### src/rtl/balance_inner_loop_controller_macros.svh
// Assertion macros used by the balance controller top level.
// Included by the top level; depends on nothing else.
`ifndef BALANCE_INNER_LOOP_CONTROLLER_MACROS_SVH
`define BALANCE_INNER_LOOP_CONTROLLER_MACROS_SVH

// Same-cycle implication, disabled while reset is asserted.
`define BLIC_ASSERT_IMP(lbl, clk, rst_n, ante, cons, msg) \
  lbl: assert property (@(posedge clk) disable iff (!rst_n) (ante) |-> (cons)) \
    else $error(msg);

// Next-cycle implication, disabled while reset is asserted.
`define BLIC_ASSERT_NXT(lbl, clk, rst_n, ante, cons, msg) \
  lbl: assert property (@(posedge clk) disable iff (!rst_n) (ante) |=> (cons)) \
    else $error(msg);

`endif

### src/rtl/blic_pkg.sv
// Types, constants and the microcode store of the balance controller.
// Used by the sequencer, the datapath and the top level; no dependencies.
package blic_pkg;

  localparam int DEF_FILTER_ORDER      = 2;
  localparam int DEF_SAT_TIMEOUT_TICKS = 256;

  // 0.95 in Q2.12
  localparam logic [13:0] SAT_THRESHOLD = 14'd3891;

  localparam logic signed [23:0] RST_GAIN  = 24'sd65536;
  localparam logic [12:0]        RST_LIMIT = 13'd4096;
  localparam logic [13:0]        RST_TIP   = 14'd3482;

  localparam int UPC_W = 3;

  typedef enum logic [2:0] {
    REG_NUM_B0       = 3'd0,
    REG_NUM_B1       = 3'd1,
    REG_NUM_B2       = 3'd2,
    REG_DEN_A1       = 3'd3,
    REG_DEN_A2       = 3'd4,
    REG_LOOP_GAIN    = 3'd5,
    REG_OUTPUT_LIMIT = 3'd6,
    REG_TILT_LIMIT   = 3'd7
  } reg_idx_t;

  typedef enum logic [1:0] {
    CAUSE_NONE    = 2'd0,
    CAUSE_PAUSED  = 2'd1,
    CAUSE_TIP     = 2'd2,
    CAUSE_TIMEOUT = 2'd3
  } cause_t;

  typedef enum logic [2:0] {
    PATH_IDLE,
    PATH_PAUSE,
    PATH_ARM,
    PATH_TIP,
    PATH_DRIVE
  } path_t;

  typedef enum logic [1:0] {
    OP_DECIDE,
    OP_MAC,
    OP_GAIN,
    OP_FINISH
  } op_t;

  typedef enum logic [2:0] {
    CO_B0,
    CO_B1,
    CO_B2,
    CO_A1,
    CO_A2,
    CO_GAIN
  } coef_sel_t;

  typedef enum logic [2:0] {
    DS_E0,
    DS_E1,
    DS_E2,
    DS_Y1,
    DS_Y2,
    DS_V
  } data_sel_t;

  typedef enum logic [1:0] {
    COND_NONE,
    COND_SKIP_FILTER,
    COND_LOW_ORDER
  } cond_t;

  typedef struct packed {
    op_t              op;
    coef_sel_t        coef_sel;
    data_sel_t        data_sel;
    logic             neg;
    logic             first;
    cond_t            cond;
    logic [UPC_W-1:0] target;
    logic             last;
  } ucode_t;

  typedef struct packed {
    logic   en;
    logic   busy;
    ucode_t word;
  } seq_ctrl_t;

  typedef struct packed {
    logic skip_filter;
  } dp_status_t;

  typedef struct packed {
    logic signed [23:0] num_b0;
    logic signed [23:0] num_b1;
    logic signed [23:0] num_b2;
    logic signed [23:0] den_a1;
    logic signed [23:0] den_a2;
    logic signed [23:0] loop_gain;
    logic        [12:0] output_limit;
    logic        [13:0] tilt_limit;
  } cfg_t;

  typedef struct packed {
    logic signed [15:0] tilt_angle;
    logic signed [15:0] tilt_reference;
    logic               running;
    logic               arm_request;
  } in_item_t;

  typedef struct packed {
    logic signed [13:0] duty;
    logic               motor_enable;
    logic               armed_flag;
    cause_t             disarm_cause;
  } result_t;

  // Control store. Step 0 sorts the sample and jumps straight to the
  // finishing step when nothing is to be filtered; step 3 leaves out the
  // second-order taps for a first-order filter.
  function automatic ucode_t ucode_fetch(input logic [UPC_W-1:0] pc);
    ucode_t w;
    w = '{op: OP_FINISH, coef_sel: CO_B0, data_sel: DS_E0, neg: 1'b0, first: 1'b0,
          cond: COND_NONE, target: '0, last: 1'b1};
    case (pc)
      3'd0: begin
        w.op     = OP_DECIDE;
        w.cond   = COND_SKIP_FILTER;
        w.target = 3'd7;
        w.last   = 1'b0;
      end
      3'd1: begin
        w.op       = OP_MAC;
        w.coef_sel = CO_B0;
        w.data_sel = DS_E0;
        w.first    = 1'b1;
        w.last     = 1'b0;
      end
      3'd2: begin
        w.op       = OP_MAC;
        w.coef_sel = CO_B1;
        w.data_sel = DS_E1;
        w.last     = 1'b0;
      end
      3'd3: begin
        w.op       = OP_MAC;
        w.coef_sel = CO_A1;
        w.data_sel = DS_Y1;
        w.neg      = 1'b1;
        w.cond     = COND_LOW_ORDER;
        w.target   = 3'd6;
        w.last     = 1'b0;
      end
      3'd4: begin
        w.op       = OP_MAC;
        w.coef_sel = CO_B2;
        w.data_sel = DS_E2;
        w.last     = 1'b0;
      end
      3'd5: begin
        w.op       = OP_MAC;
        w.coef_sel = CO_A2;
        w.data_sel = DS_Y2;
        w.neg      = 1'b1;
        w.last     = 1'b0;
      end
      3'd6: begin
        w.op       = OP_GAIN;
        w.coef_sel = CO_GAIN;
        w.data_sel = DS_V;
        w.last     = 1'b0;
      end
      default: begin
        w.op   = OP_FINISH;
        w.last = 1'b1;
      end
    endcase
    return w;
  endfunction

endpackage

### src/rtl/balance_inner_loop_controller.sv
// Top level of the balance inner-loop controller: ports, configuration
// registers and the output register. Depends on blic_pkg, blic_sequencer,
// blic_datapath and the macros header.
//
//   channel  handshake              payload
//   in       in_valid / in_ready    tilt_angle, tilt_reference, running, arm_request
//   out      out_valid / out_ready  duty, motor_enable, armed_flag, disarm_cause
//   cfg      cfg_valid / cfg_ready  cfg_index, cfg_data
//
// A driven sample runs the microcode steps in turn through the single shared multiplier,
// leaving out the second-order taps for a first-order filter; any other sample jumps
// from the sorting step to the finishing step. One sample is in work at a time.
// Reset is synchronous and leaves the block disarmed with default coefficients.
// The last step waits while the output register holds an untaken word;
// a new sample may be taken as soon as the previous one has left the sequencer.
`include "balance_inner_loop_controller_macros.svh"

module balance_inner_loop_controller #(
  parameter int FILTER_ORDER      = blic_pkg::DEF_FILTER_ORDER,
  parameter int SAT_TIMEOUT_TICKS = blic_pkg::DEF_SAT_TIMEOUT_TICKS
) (
  input  logic               clk,
  input  logic               rst_n,
  input  logic               in_valid,
  output logic               in_ready,
  input  logic signed [15:0] in_tilt_angle,
  input  logic signed [15:0] in_tilt_reference,
  input  logic               in_running,
  input  logic               in_arm_request,
  output logic               out_valid,
  input  logic               out_ready,
  output logic signed [13:0] out_duty,
  output logic               out_motor_enable,
  output logic               out_armed_flag,
  output logic        [1:0]  out_disarm_cause,
  input  logic               cfg_valid,
  output logic               cfg_ready,
  input  logic        [2:0]  cfg_index,
  input  logic        [23:0] cfg_data
);
  import blic_pkg::*;

  cfg_t       cfg_r, cfg_nxt;
  result_t    res_r;
  result_t    result;
  logic       out_valid_r, out_valid_nxt;
  logic       in_fire;
  logic       out_free;
  logic       commit;
  in_item_t   item;
  seq_ctrl_t  ctrl;
  dp_status_t status;
  logic       drive_word;
  logic       disarm_word;
  logic       duty_quiet;
  logic       duty_in_clamp;

  assign in_fire   = in_valid && in_ready;
  assign in_ready  = !ctrl.busy;
  assign cfg_ready = 1'b1;
  assign out_free  = !out_valid_r || out_ready;

  assign item.tilt_angle     = in_tilt_angle;
  assign item.tilt_reference = in_tilt_reference;
  assign item.running        = in_running;
  assign item.arm_request    = in_arm_request;

  blic_sequencer #(
    .FILTER_ORDER(FILTER_ORDER)
  ) u_seq (
    .clk     (clk),
    .rst_n   (rst_n),
    .start   (in_fire),
    .out_free(out_free),
    .status  (status),
    .ctrl    (ctrl)
  );

  blic_datapath #(
    .FILTER_ORDER     (FILTER_ORDER),
    .SAT_TIMEOUT_TICKS(SAT_TIMEOUT_TICKS)
  ) u_dp (
    .clk   (clk),
    .rst_n (rst_n),
    .load  (in_fire),
    .item  (item),
    .cfg   (cfg_r),
    .ctrl  (ctrl),
    .status(status),
    .commit(commit),
    .result(result)
  );

  always_comb begin
    cfg_nxt = cfg_r;
    if (cfg_valid && cfg_ready) begin
      case (reg_idx_t'(cfg_index))
        REG_NUM_B0:       cfg_nxt.num_b0       = cfg_data;
        REG_NUM_B1:       cfg_nxt.num_b1       = cfg_data;
        REG_NUM_B2:       cfg_nxt.num_b2       = cfg_data;
        REG_DEN_A1:       cfg_nxt.den_a1       = cfg_data;
        REG_DEN_A2:       cfg_nxt.den_a2       = cfg_data;
        REG_LOOP_GAIN:    cfg_nxt.loop_gain    = cfg_data;
        REG_OUTPUT_LIMIT: cfg_nxt.output_limit = cfg_data[12:0];
        REG_TILT_LIMIT:   cfg_nxt.tilt_limit   = cfg_data[13:0];
        default:          cfg_nxt = cfg_r;
      endcase
    end
    out_valid_nxt = out_valid_r;
    if (commit) begin
      out_valid_nxt = 1'b1;
    end else if (out_ready) begin
      out_valid_nxt = 1'b0;
    end
  end

  always_ff @(posedge clk) begin
    if (!rst_n) begin
      cfg_r.num_b0       <= '0;
      cfg_r.num_b1       <= '0;
      cfg_r.num_b2       <= '0;
      cfg_r.den_a1       <= '0;
      cfg_r.den_a2       <= '0;
      cfg_r.loop_gain    <= RST_GAIN;
      cfg_r.output_limit <= RST_LIMIT;
      cfg_r.tilt_limit   <= RST_TIP;
      out_valid_r        <= 1'b0;
    end else begin
      cfg_r       <= cfg_nxt;
      out_valid_r <= out_valid_nxt;
    end
  end

  always_ff @(posedge clk) begin
    if (commit) begin
      res_r <= result;
    end
  end

  assign out_valid        = out_valid_r;
  assign out_duty         = res_r.duty;
  assign out_motor_enable = res_r.motor_enable;
  assign out_armed_flag   = res_r.armed_flag;
  assign out_disarm_cause = res_r.disarm_cause;

  assign drive_word    = out_valid && out_motor_enable;
  assign disarm_word   = out_valid && out_disarm_cause != CAUSE_NONE;
  assign duty_quiet    = !out_armed_flag && !out_motor_enable && out_duty == 14'sd0;
  assign duty_in_clamp = out_duty <= $signed({1'b0, cfg_r.output_limit})
                      && out_duty >= -$signed({1'b0, cfg_r.output_limit});

  // Driving the motors always means the block is still armed.
  `BLIC_ASSERT_IMP(a_enable_armed, clk, rst_n, drive_word, out_armed_flag, "drive while disarmed")

  // A disarm word carries no drive.
  `BLIC_ASSERT_IMP(a_disarm_quiet, clk, rst_n, disarm_word, duty_quiet, "disarm word drives")

  // A driven duty stays inside the configured clamp.
  `BLIC_ASSERT_IMP(a_duty_clamp, clk, rst_n, drive_word, duty_in_clamp, "duty outside clamp")

  // Taking a sample makes the sequencer busy on the next cycle.
  `BLIC_ASSERT_NXT(a_start_busy, clk, rst_n, in_fire, !in_ready, "sequencer did not start")

endmodule

### src/rtl/blic_sequencer.sv
// Microcode sequencer: step counter, control store fetch and jumps.
// Depends on blic_pkg.
module blic_sequencer #(
  parameter int FILTER_ORDER = blic_pkg::DEF_FILTER_ORDER
) (
  input  logic                   clk,
  input  logic                   rst_n,
  input  logic                   start,
  input  logic                   out_free,
  input  blic_pkg::dp_status_t   status,
  output blic_pkg::seq_ctrl_t    ctrl
);
  import blic_pkg::*;

  logic [UPC_W-1:0] pc_r, pc_nxt;
  logic             busy_r, busy_nxt;
  ucode_t           word;
  logic             stall;
  logic             en;
  logic             jump;

  always_ff @(posedge clk) begin
    if (!rst_n) begin
      pc_r   <= '0;
      busy_r <= 1'b0;
    end else begin
      pc_r   <= pc_nxt;
      busy_r <= busy_nxt;
    end
  end

  always_comb begin
    word  = ucode_fetch(pc_r);
    // The finishing step waits while the output register holds a word that is not taken.
    stall = word.last && !out_free;
    en    = busy_r && !stall;
    case (word.cond)
      COND_SKIP_FILTER: jump = status.skip_filter;
      COND_LOW_ORDER:   jump = (FILTER_ORDER < 2);
      default:          jump = 1'b0;
    endcase
    pc_nxt   = pc_r;
    busy_nxt = busy_r;
    if (!busy_r) begin
      if (start) begin
        busy_nxt = 1'b1;
        pc_nxt   = '0;
      end
    end else if (en) begin
      if (word.last) begin
        busy_nxt = 1'b0;
      end else if (jump) begin
        pc_nxt = word.target;
      end else begin
        pc_nxt = pc_r + 1'b1;
      end
    end
    ctrl.en   = en;
    ctrl.busy = busy_r;
    ctrl.word = word;
  end

endmodule

### src/rtl/blic_datapath.sv
// Datapath: shared multiplier and accumulator, histories, arming state
// and the saturation counter. Depends on blic_pkg.
module blic_datapath #(
  parameter int FILTER_ORDER      = blic_pkg::DEF_FILTER_ORDER,
  parameter int SAT_TIMEOUT_TICKS = blic_pkg::DEF_SAT_TIMEOUT_TICKS
) (
  input  logic                  clk,
  input  logic                  rst_n,
  input  logic                  load,
  input  blic_pkg::in_item_t    item,
  input  blic_pkg::cfg_t        cfg,
  input  blic_pkg::seq_ctrl_t   ctrl,
  output blic_pkg::dp_status_t  status,
  output logic                  commit,
  output blic_pkg::result_t     result
);
  import blic_pkg::*;

  localparam int CNT_W = (SAT_TIMEOUT_TICKS < 2) ? 1 : $clog2(SAT_TIMEOUT_TICKS + 1);
  localparam logic [CNT_W-1:0] CNT_MAX = CNT_W'(SAT_TIMEOUT_TICKS);

  in_item_t           item_r;
  path_t              path_r, path_nxt;
  logic signed [15:0] e0_r, e0_nxt;
  logic signed [15:0] e1_r, e1_nxt, e2_r, e2_nxt;
  logic signed [13:0] y1_r, y1_nxt, y2_r, y2_nxt;
  logic signed [42:0] acc_r, acc_nxt;
  logic [CNT_W-1:0]   cnt_r, cnt_nxt;
  logic               armed_r, armed_nxt;

  logic        [16:0] angle_abs;
  logic signed [16:0] diff;
  logic signed [23:0] coef;
  logic signed [26:0] opnd;
  logic signed [50:0] prod;
  logic signed [42:0] term;
  logic signed [42:0] lim;
  logic signed [13:0] y;
  logic        [13:0] y_abs;
  logic               over;

  assign prod = coef * opnd;

  always_ff @(posedge clk) begin
    if (load) begin
      item_r <= item;
    end
    if (ctrl.en && ctrl.word.op == OP_DECIDE) begin
      path_r <= path_nxt;
      e0_r   <= e0_nxt;
    end
    acc_r <= acc_nxt;
  end

  always_ff @(posedge clk) begin
    if (!rst_n) begin
      e1_r    <= '0;
      e2_r    <= '0;
      y1_r    <= '0;
      y2_r    <= '0;
      cnt_r   <= '0;
      armed_r <= 1'b0;
    end else begin
      e1_r    <= e1_nxt;
      e2_r    <= e2_nxt;
      y1_r    <= y1_nxt;
      y2_r    <= y2_nxt;
      cnt_r   <= cnt_nxt;
      armed_r <= armed_nxt;
    end
  end

  // Sorting of the sample and the saturated error.
  always_comb begin
    angle_abs = item_r.tilt_angle[15] ? 17'(-{1'b1, item_r.tilt_angle})
                                      : {1'b0, item_r.tilt_angle};
    diff = {item_r.tilt_reference[15], item_r.tilt_reference}
         - {item_r.tilt_angle[15], item_r.tilt_angle};
    if (diff[16] != diff[15]) begin
      e0_nxt = diff[16] ? 16'sh8000 : 16'sh7fff;
    end else begin
      e0_nxt = diff[15:0];
    end
    if (!item_r.running) begin
      path_nxt = armed_r ? PATH_PAUSE : PATH_IDLE;
    end else if (!armed_r) begin
      path_nxt = item_r.arm_request ? PATH_ARM : PATH_IDLE;
    end else if (angle_abs > {3'b000, cfg.tilt_limit}) begin
      path_nxt = PATH_TIP;
    end else begin
      path_nxt = PATH_DRIVE;
    end
    status.skip_filter = (path_nxt != PATH_DRIVE);
  end

  // Operand selection and accumulation.
  always_comb begin
    case (ctrl.word.coef_sel)
      CO_B0:   coef = cfg.num_b0;
      CO_B1:   coef = cfg.num_b1;
      CO_B2:   coef = cfg.num_b2;
      CO_A1:   coef = cfg.den_a1;
      CO_A2:   coef = cfg.den_a2;
      CO_GAIN: coef = cfg.loop_gain;
      default: coef = '0;
    endcase
    case (ctrl.word.data_sel)
      DS_E0:   opnd = 27'(e0_r);
      DS_E1:   opnd = 27'(e1_r);
      DS_E2:   opnd = 27'(e2_r);
      DS_Y1:   opnd = 27'(y1_r);
      DS_Y2:   opnd = 27'(y2_r);
      // Floor shift of the sum by 16 is its upper bits.
      DS_V:    opnd = acc_r[42:16];
      default: opnd = '0;
    endcase
    term    = ctrl.word.neg ? -prod[42:0] : prod[42:0];
    acc_nxt = acc_r;
    if (ctrl.en) begin
      case (ctrl.word.op)
        OP_MAC:  acc_nxt = ctrl.word.first ? term : acc_r + term;
        OP_GAIN: acc_nxt = {{8{prod[50]}}, prod[50:16]};
        default: acc_nxt = acc_r;
      endcase
    end
  end

  // Clamp, history update, arming and the result word.
  always_comb begin
    lim = $signed({30'd0, cfg.output_limit});
    if (acc_r > lim) begin
      y = $signed({1'b0, cfg.output_limit});
    end else if (acc_r < -lim) begin
      y = -$signed({1'b0, cfg.output_limit});
    end else begin
      y = acc_r[13:0];
    end
    y_abs = y[13] ? 14'(-y) : 14'(y);
    over  = y_abs > SAT_THRESHOLD;

    commit    = ctrl.en && ctrl.word.op == OP_FINISH;
    e1_nxt    = e1_r;
    e2_nxt    = e2_r;
    y1_nxt    = y1_r;
    y2_nxt    = y2_r;
    cnt_nxt   = cnt_r;
    armed_nxt = armed_r;
    result.duty         = '0;
    result.motor_enable = 1'b0;
    result.disarm_cause = CAUSE_NONE;

    if (commit) begin
      case (path_r)
        PATH_PAUSE: begin
          armed_nxt           = 1'b0;
          result.disarm_cause = CAUSE_PAUSED;
        end
        PATH_ARM: begin
          e1_nxt    = '0;
          e2_nxt    = '0;
          y1_nxt    = '0;
          y2_nxt    = '0;
          armed_nxt = 1'b1;
        end
        PATH_TIP: begin
          armed_nxt           = 1'b0;
          result.disarm_cause = CAUSE_TIP;
        end
        PATH_DRIVE: begin
          if (FILTER_ORDER >= 2) begin
            e2_nxt = e1_r;
            y2_nxt = y1_r;
          end
          e1_nxt = e0_r;
          y1_nxt = y;
          // A stored count never exceeds the timeout, so reaching it while
          // still saturated is the timeout itself.
          if (over && cnt_r == CNT_MAX) begin
            cnt_nxt             = '0;
            armed_nxt           = 1'b0;
            result.disarm_cause = CAUSE_TIMEOUT;
          end else begin
            cnt_nxt             = over ? cnt_r + 1'b1 : '0;
            result.duty         = y;
            result.motor_enable = 1'b1;
          end
        end
        default: begin
          armed_nxt = armed_r;
        end
      endcase
    end
    result.armed_flag = armed_nxt;
  end

endmodule

### config.mk
export PLATFORM = sky130hd
export DESIGN_NAME = balance_inner_loop_controller
export DESIGN_NICKNAME = d
export VERILOG_FILES = /design/src/rtl/blic_pkg.sv /design/src/rtl/balance_inner_loop_controller.sv /design/src/rtl/blic_sequencer.sv /design/src/rtl/blic_datapath.sv
export VERILOG_INCLUDE_DIRS = /design/src /design/src/rtl
export SDC_FILE = /design/constraint.sdc
export NUM_CORES = 2
export LEC_CHECK = 0
export BUFFER_PORTS_ARGS = -buffer_cell sky130_fd_sc_hd__buf_4
export CELL_PAD_IN_SITES_DETAIL_PLACEMENT = 2
export CELL_PAD_IN_SITES_GLOBAL_PLACEMENT = 2
export CORE_UTILIZATION = 45
export CTS_CLUSTER_DIAMETER = 80
export DETAILED_ROUTE_END_ITERATION = 7
export PLACE_DENSITY = 0.94
export SLEW_MARGIN = 20
export SYNTH_ARGS = -nofsm -noshare
export SYNTH_HDL_FRONTEND = slang
export SYNTH_HIERARCHICAL = 1
export SYNTH_SLANG_ARGS = --single-unit
export TNS_END_PERCENT = 20
### constraint.sdc
create_clock -name clk -period 27.6 [get_ports clk]
set_clock_uncertainty 0.15 [all_clocks]
set_input_delay 0 -clock clk [delete_from_list [all_inputs] [get_ports clk]]
set_output_delay 0 -clock clk [all_outputs]
set_load 0.05 [all_outputs]
==> impl_results.html, run 1 <==
<table>
<tr><th>Metric</th><th>Value</th></tr>
<tr><th colspan="2">Status</th></tr>
<tr><td>Outcome</td><td>did not finish</td></tr>
<tr><td>Stage where the run ended</td><td>global routing (5_1_grt)</td></tr>
<tr><td>First Error</td><td>[ERROR GRT-0116] Global routing finished with congestion. Check the congestion regions in the DRC Viewer.</td></tr>
<tr><th colspan="2">Global routing</th></tr>
<tr><td>Wire length of the first global-routing pass</td><td>581,000 µm</td></tr>
<tr><td>Number of global-route vias before repair</td><td>63,200</td></tr>
<tr><td>Remaining global-route overflow</td><td>4,410</td></tr>
<tr><td>Pin count of the biggest net entering global routing</td><td>103</td></tr>
<tr><td>Global-route total usage across every layer</td><td>82.6%</td></tr>
<tr><th colspan="2">Synth</th></tr>
<tr><td>Count of synthesis-stage warnings from yosys</td><td>6</td></tr>
<tr><td>Syn Nets</td><td>6,135</td></tr>
<tr><td>Average instance area after synthesis</td><td>8.91 µm²</td></tr>
<tr><td>Mapped Cells</td><td>5,111</td></tr>
<tr><td>Mapped Area</td><td>45,600 µm²</td></tr>
<tr><th colspan="2">Place</th></tr>
<tr><td>Number of cells after detailed placement</td><td>6,335</td></tr>
<tr><td>Final RePlAce weighted congestion</td><td>0.965</td></tr>
<tr><td>Buffers on Ports</td><td>85</td></tr>
<tr><td>Placement-stage cell area</td><td>47,500 µm²</td></tr>
<tr><td>HPWL after DPL</td><td>169,000 µm</td></tr>
<tr><th colspan="2">Floorplan</th></tr>
<tr><td>DIE WIDTH</td><td>320 µm</td></tr>
<tr><td>Effective utilization at floorplan</td><td>45.5%</td></tr>
<tr><td>Cell row count</td><td>116</td></tr>
<tr><td>Die Span Y</td><td>320 µm</td></tr>
<tr><td>Top Ports</td><td>87</td></tr>
<tr><th colspan="2">Clock tree</th></tr>
<tr><td>Clk sink count</td><td>360</td></tr>
<tr><td>Maximum buffer depth of the clock tree</td><td>3</td></tr>
<tr><td>Number of buffers created by CTS</td><td>40</td></tr>
<tr><td>Cell at the root of the clock tree</td><td>clkbuf_16</td></tr>
<tr><td>Max H-tree Level</td><td>2</td></tr>
</table>
per-layer routing:
metal	overflow	GRT usage, %
met1	1546	82.1
met2	1359	96.1
met3	860	70.8
met4	566	80.6
met5	79	54.1
what timing repair did:
item,4_1_cts
setup endpoints to repair,0
hold buffers,107
setup buffers,0
gates resized for setup,0
endpoints found under the hold margin,248
through the flow:
stage               hold WS (ns)  setup slack [ns]
floorplan                -0.0511             15.68
global placement          0.0281             13.97
detailed placement        0.0293             13.06
CTS                       0.0195             12.40
==> run 2: changes to the inputs <==
- CELL_PAD_IN_SITES_DETAIL_PLACEMENT: 2 -> unset
- CELL_PAD_IN_SITES_GLOBAL_PLACEMENT: 2 -> unset
- CORE_UTILIZATION: 45 -> 40
- CTS_CLUSTER_DIAMETER: 80 -> unset
- PLACE_DENSITY: 0.94 -> unset
- PLACE_DENSITY_LB_ADDON: unset -> 0.15
==> run 2 against run 1 <==
Net effect: the run now ends clean; synthesized area unchanged; synthesized cell count unchanged.
==> impl_results.html, run 2 <==
<table>
<tr><th>Metric</th><th>Value</th></tr>
<tr><th colspan="2">Setup path</th></tr>
<tr><td>Launch point of the critical path</td><td>u_seq/pc_r[0]$_SDFFE_PN0P_</td></tr>
<tr><td>CP endpoint kind</td><td>register</td></tr>
<tr><td>Most frequent CP cell</td><td>fa_1</td></tr>
<tr><td>Maximum fanout along the worst path</td><td>24</td></tr>
<tr><td>Arrival time at the worst endpoint</td><td>13.73 ns</td></tr>
<tr><td>Class of the most critical setup path</td><td>reg2reg</td></tr>
<tr><td>Worst reg2reg path depth</td><td>43</td></tr>
<tr><td>Launch instance of the worst register-to-register path</td><td>u_seq/pc_r[0]$_SDFFE_PN0P_</td></tr>
<tr><td>Endpoint of the lowest-slack register-to-register path</td><td>u_dp/acc_r[41]$_DFFE_PP_</td></tr>
<tr><td>Stage delay of the slowest cell on the critical path</td><td>0.88 ns</td></tr>
<tr><td>Slowest cell on crit path</td><td>o22ai_2</td></tr>
<tr><td>Required time at the endpoint of the critical path</td><td>27.77 ns</td></tr>
<tr><td>CP endpoint</td><td>u_dp/acc_r[41]$_DFFE_PP_</td></tr>
<tr><td>Reg2reg setup slack</td><td>14.03 ns</td></tr>
<tr><td>Crit path launch type</td><td>register</td></tr>
<tr><th colspan="2">Drt</th></tr>
<tr><td>Antenna Violating Nets Remaining</td><td>0</td></tr>
<tr><td>Detailed-route vias per instance</td><td>5.36</td></tr>
<tr><td>Highest signal layer in the routed design</td><td>met5</td></tr>
<tr><td>First-pass DRT Iterations</td><td>5</td></tr>
<tr><td>Number of remaining DRC errors</td><td>0</td></tr>
<tr><td>Via count</td><td>36,100</td></tr>
<tr><td>Routed wire length</td><td>144,000 µm</td></tr>
<tr><td>Initial DRC Count</td><td>2,672</td></tr>
<tr><td>Wire length per cell after detailed routing</td><td>21.3 µm</td></tr>
<tr><td>Routed wire length on met2</td><td>67,400 µm</td></tr>
<tr><td>Met3 wire length</td><td>9020 µm</td></tr>
<tr><td>Total routed wire length on the met1 layer</td><td>63,200 µm</td></tr>
<tr><th colspan="2">Floorplan</th></tr>
<tr><td>Die Span Y</td><td>339 µm (was 320 µm)</td></tr>
<tr><td>DIE WIDTH</td><td>339 µm (was 320 µm)</td></tr>
<tr><td>Die area</td><td>115,000 µm²</td></tr>
<tr><td>Cell row count</td><td>123 (was 116)</td></tr>
<tr><td>Top Ports</td><td>87 (unchanged)</td></tr>
<tr><td>Effective utilization at floorplan</td><td>40.4% (was 45.5%)</td></tr>
<tr><td>Core region area</td><td>113,000 µm²</td></tr>
<tr><th colspan="2">Power</th></tr>
<tr><td>Switching Share</td><td>49.9%</td></tr>
<tr><td>Power density over cell area</td><td>71.2 nW/µm²</td></tr>
<tr><td>Combinational group share of total power</td><td>64.3%</td></tr>
<tr><td>Internal power of the cells</td><td>1.80 mW</td></tr>
<tr><td>P_leak</td><td>22.5 nW</td></tr>
<tr><td>Maximum vdd drop</td><td>0.0000548 V</td></tr>
<tr><td>Switching power</td><td>1.79 mW</td></tr>
<tr><td>Sequential group share of total power</td><td>20.0%</td></tr>
<tr><td>Clock share of power</td><td>15.7%</td></tr>
<tr><th colspan="2">Timing</th></tr>
<tr><td>Setup repair after global routing missed its margin</td><td>false</td></tr>
<tr><td>Highest Clock Rate</td><td>0.0737 GHz</td></tr>
<tr><td>Worst setup slack after layout</td><td>14.03 ns</td></tr>
<tr><td>Slew at the pin closest to its max-slew limit</td><td>1.11 ns</td></tr>
<tr><td>Period utilisation layout</td><td>49.2%</td></tr>
<tr><td>Headroom to the max-slew limit</td><td>25.7%</td></tr>
<tr><td>Min cycle time layout</td><td>13.57 ns</td></tr>
<tr><td>Final Hold Violating Endpoints</td><td>0</td></tr>
<tr><td>Final setup TNS</td><td>0 ns</td></tr>
<tr><td>Pins over their slew limit</td><td>0</td></tr>
<tr><td>Setup Viol. Count Final</td><td>0</td></tr>
<tr><th colspan="2">Final layout</th></tr>
<tr><td>Largest regs</td><td>cfg_r x171, u_dp/acc_r x43, u_dp/item_r x34</td></tr>
<tr><td>Fill cell total of the finished layout</td><td>11,100</td></tr>
<tr><td>Max FFs per register</td><td>171</td></tr>
<tr><td>Top library cells by usage in the layout, fill and taps aside</td><td>inv_1, nand2_1, fa_1, nor2_1, ha_1</td></tr>
<tr><td>Number of nets in the layout</td><td>6,222</td></tr>
<tr><td>Post-synthesis to final-layout area growth</td><td>10.6%</td></tr>
<tr><td>Most common cell after layout, fill and taps aside</td><td>inv_1</td></tr>
<tr><td>Register with the highest flop count</td><td>cfg_r</td></tr>
<tr><td>Share of final-layout standard cells stronger than drive strength 1</td><td>6.79%</td></tr>
<tr><td>Post-Layout Cell Count</td><td>6,733</td></tr>
<tr><td>Post-route design area</td><td>50,400 µm²</td></tr>
<tr><th colspan="2">Place</th></tr>
<tr><td>Placement-stage cell area</td><td>47,900 µm² (was 47,500 µm²)</td></tr>
<tr><td>Buffers on Ports</td><td>85 (unchanged)</td></tr>
<tr><td>HPWL after DPL</td><td>110,000 µm (was 169,000 µm)</td></tr>
<tr><td>Final RePlAce weighted congestion</td><td>0.933 (was 0.965)</td></tr>
<tr><td>Pre-CTS setup slack</td><td>14.21 ns (was 13.06 ns)</td></tr>
<tr><td>Number of cells after detailed placement</td><td>6,542 (was 6,335)</td></tr>
<tr><th colspan="2">Clock tree</th></tr>
<tr><td>Clock-pin slew on the worst setup and hold paths</td><td>0.06 ns</td></tr>
<tr><td>TritonCTS clock tree</td><td>yes</td></tr>
<tr><td>Cells resized by post-CTS repair</td><td>0 (unchanged)</td></tr>
<tr><td>Maximum buffer depth of the clock tree</td><td>3 (unchanged)</td></tr>
<tr><td>Number of post-CTS setup repair buffers</td><td>0 (unchanged)</td></tr>
<tr><td>Insertion delay to the later sink of the worst-skew pair</td><td>0.59 ns</td></tr>
<tr><td>Number of hold buffers added after cts</td><td>110 (was 107)</td></tr>
<tr><td>Clk sink count</td><td>360 (unchanged)</td></tr>
<tr><td>Max H-tree Level</td><td>2 (unchanged)</td></tr>
<tr><td>Cell at the root of the clock tree</td><td>clkbuf_16 (unchanged)</td></tr>
<tr><td>Number of buffers created by CTS</td><td>44 (was 40)</td></tr>
<tr><th colspan="2">Run</th></tr>
<tr><td>MaxCap Viol Count</td><td>0</td></tr>
<tr><th colspan="2">Synth</th></tr>
<tr><td>Syn Nets</td><td>6,135 (unchanged)</td></tr>
<tr><td>Mapped Area</td><td>45,600 µm² (unchanged)</td></tr>
<tr><td>Average instance area after synthesis</td><td>8.91 µm² (unchanged)</td></tr>
<tr><td>Count of synthesis-stage warnings from yosys</td><td>6 (unchanged)</td></tr>
<tr><td>Mapped Cells</td><td>5,111 (unchanged)</td></tr>
<tr><th colspan="2">Global routing</th></tr>
<tr><td>Wire length of the first global-routing pass</td><td>225,000 µm</td></tr>
<tr><td>Remaining global-route overflow</td><td>0</td></tr>
<tr><td>Number of global-route vias before repair</td><td>37,100</td></tr>
<tr><td>Pin count of the biggest net entering global routing</td><td>96</td></tr>
<tr><td>Global-route total usage across every layer</td><td>25.3%</td></tr>
<tr><td>Antenna violations before repair</td><td>2</td></tr>
<tr><th colspan="2">Worst hold path</th></tr>
<tr><td>HP Start</td><td>cfg_data[16]</td></tr>
<tr><td>Hold crit path type</td><td>in2reg</td></tr>
<tr><th colspan="2">Status</th></tr>
<tr><td>Outcome</td><td>finished, final reports clean (was did not finish)</td></tr>
</table>
[run 2: through the flow]
stage / total power [mW] / hold slack [ns] / util, %
5_1_grt: 3.86 / 0.0907 / 44.7
3_5_place_dp: 2.98 / 0.0294 / 42.5
6_report: 3.59 / 0.0885 / 44.7
3_3_place_gp: 2.98 / 0.0294 / 42.5
2_1_floorplan: 2.27 / -0.0511 / -
4_1_cts: 3.58 / 0.0585 / 44.7
[run 2: worst min path at each step]
stage	endpoint	cells after the start	slack [ns]
after detailed placement	u_dp/item_r[9]$_DFFE_PP_	1	0.03
after global routing	cfg_r[43]$_SDFFE_PN1P_	4	0.09
after floorplan	u_dp/item_r[0]$_DFFE_PP_	0	-0.05
after CTS	cfg_r[43]$_SDFFE_PN1P_	4	0.06
after global placement	u_dp/item_r[0]$_DFFE_PP_	1	0.03
final	cfg_r[43]$_SDFFE_PN1P_	4	0.09
[run 2: layout make-up]
type	instances	area [µm²]	area share [%]
clock buffer	57	1210	2.40
antenna	2	5.00	0.00994
multi-input combinational	3647	33100	65.7
sequential	360	8350	16.6
clock inverter	22	181	0.360
inverter	852	3200	6.35
timing repair buffer	293	2480	4.92
tap	1500	1880	3.73
[run 2: layer usage]
metal	vias up	global-route usage [%]
met2	1086	41.8
met5	-	0
met3	190	3.37
met4	2	6.48
li1	16700	-
met1	18200	34.8
[run 2: power groups by stage]
stage          logic (mW)  clock network (mW)  registers, mW
6_report             2.31               0.563          0.717
2_1_floorplan        1.59                   0          0.678
4_1_cts              2.29               0.578          0.714
5_1_grt              2.54               0.600          0.719
3_3_place_gp         2.25                   0          0.726
3_5_place_dp         2.26                   0          0.725
[run 2: worst max-delay path: cells and delay by family, from the launching register on]
family	cells	cell delay, ns
compound gates	16	4.68
fa+ha+maj	10	4.61
simple gates	8	1.83
buf+inv	6	0.99
mux	2	0.41
flops	1	0.38
xor+xnor	1	0.18
(Power assumes the default switching activity.)
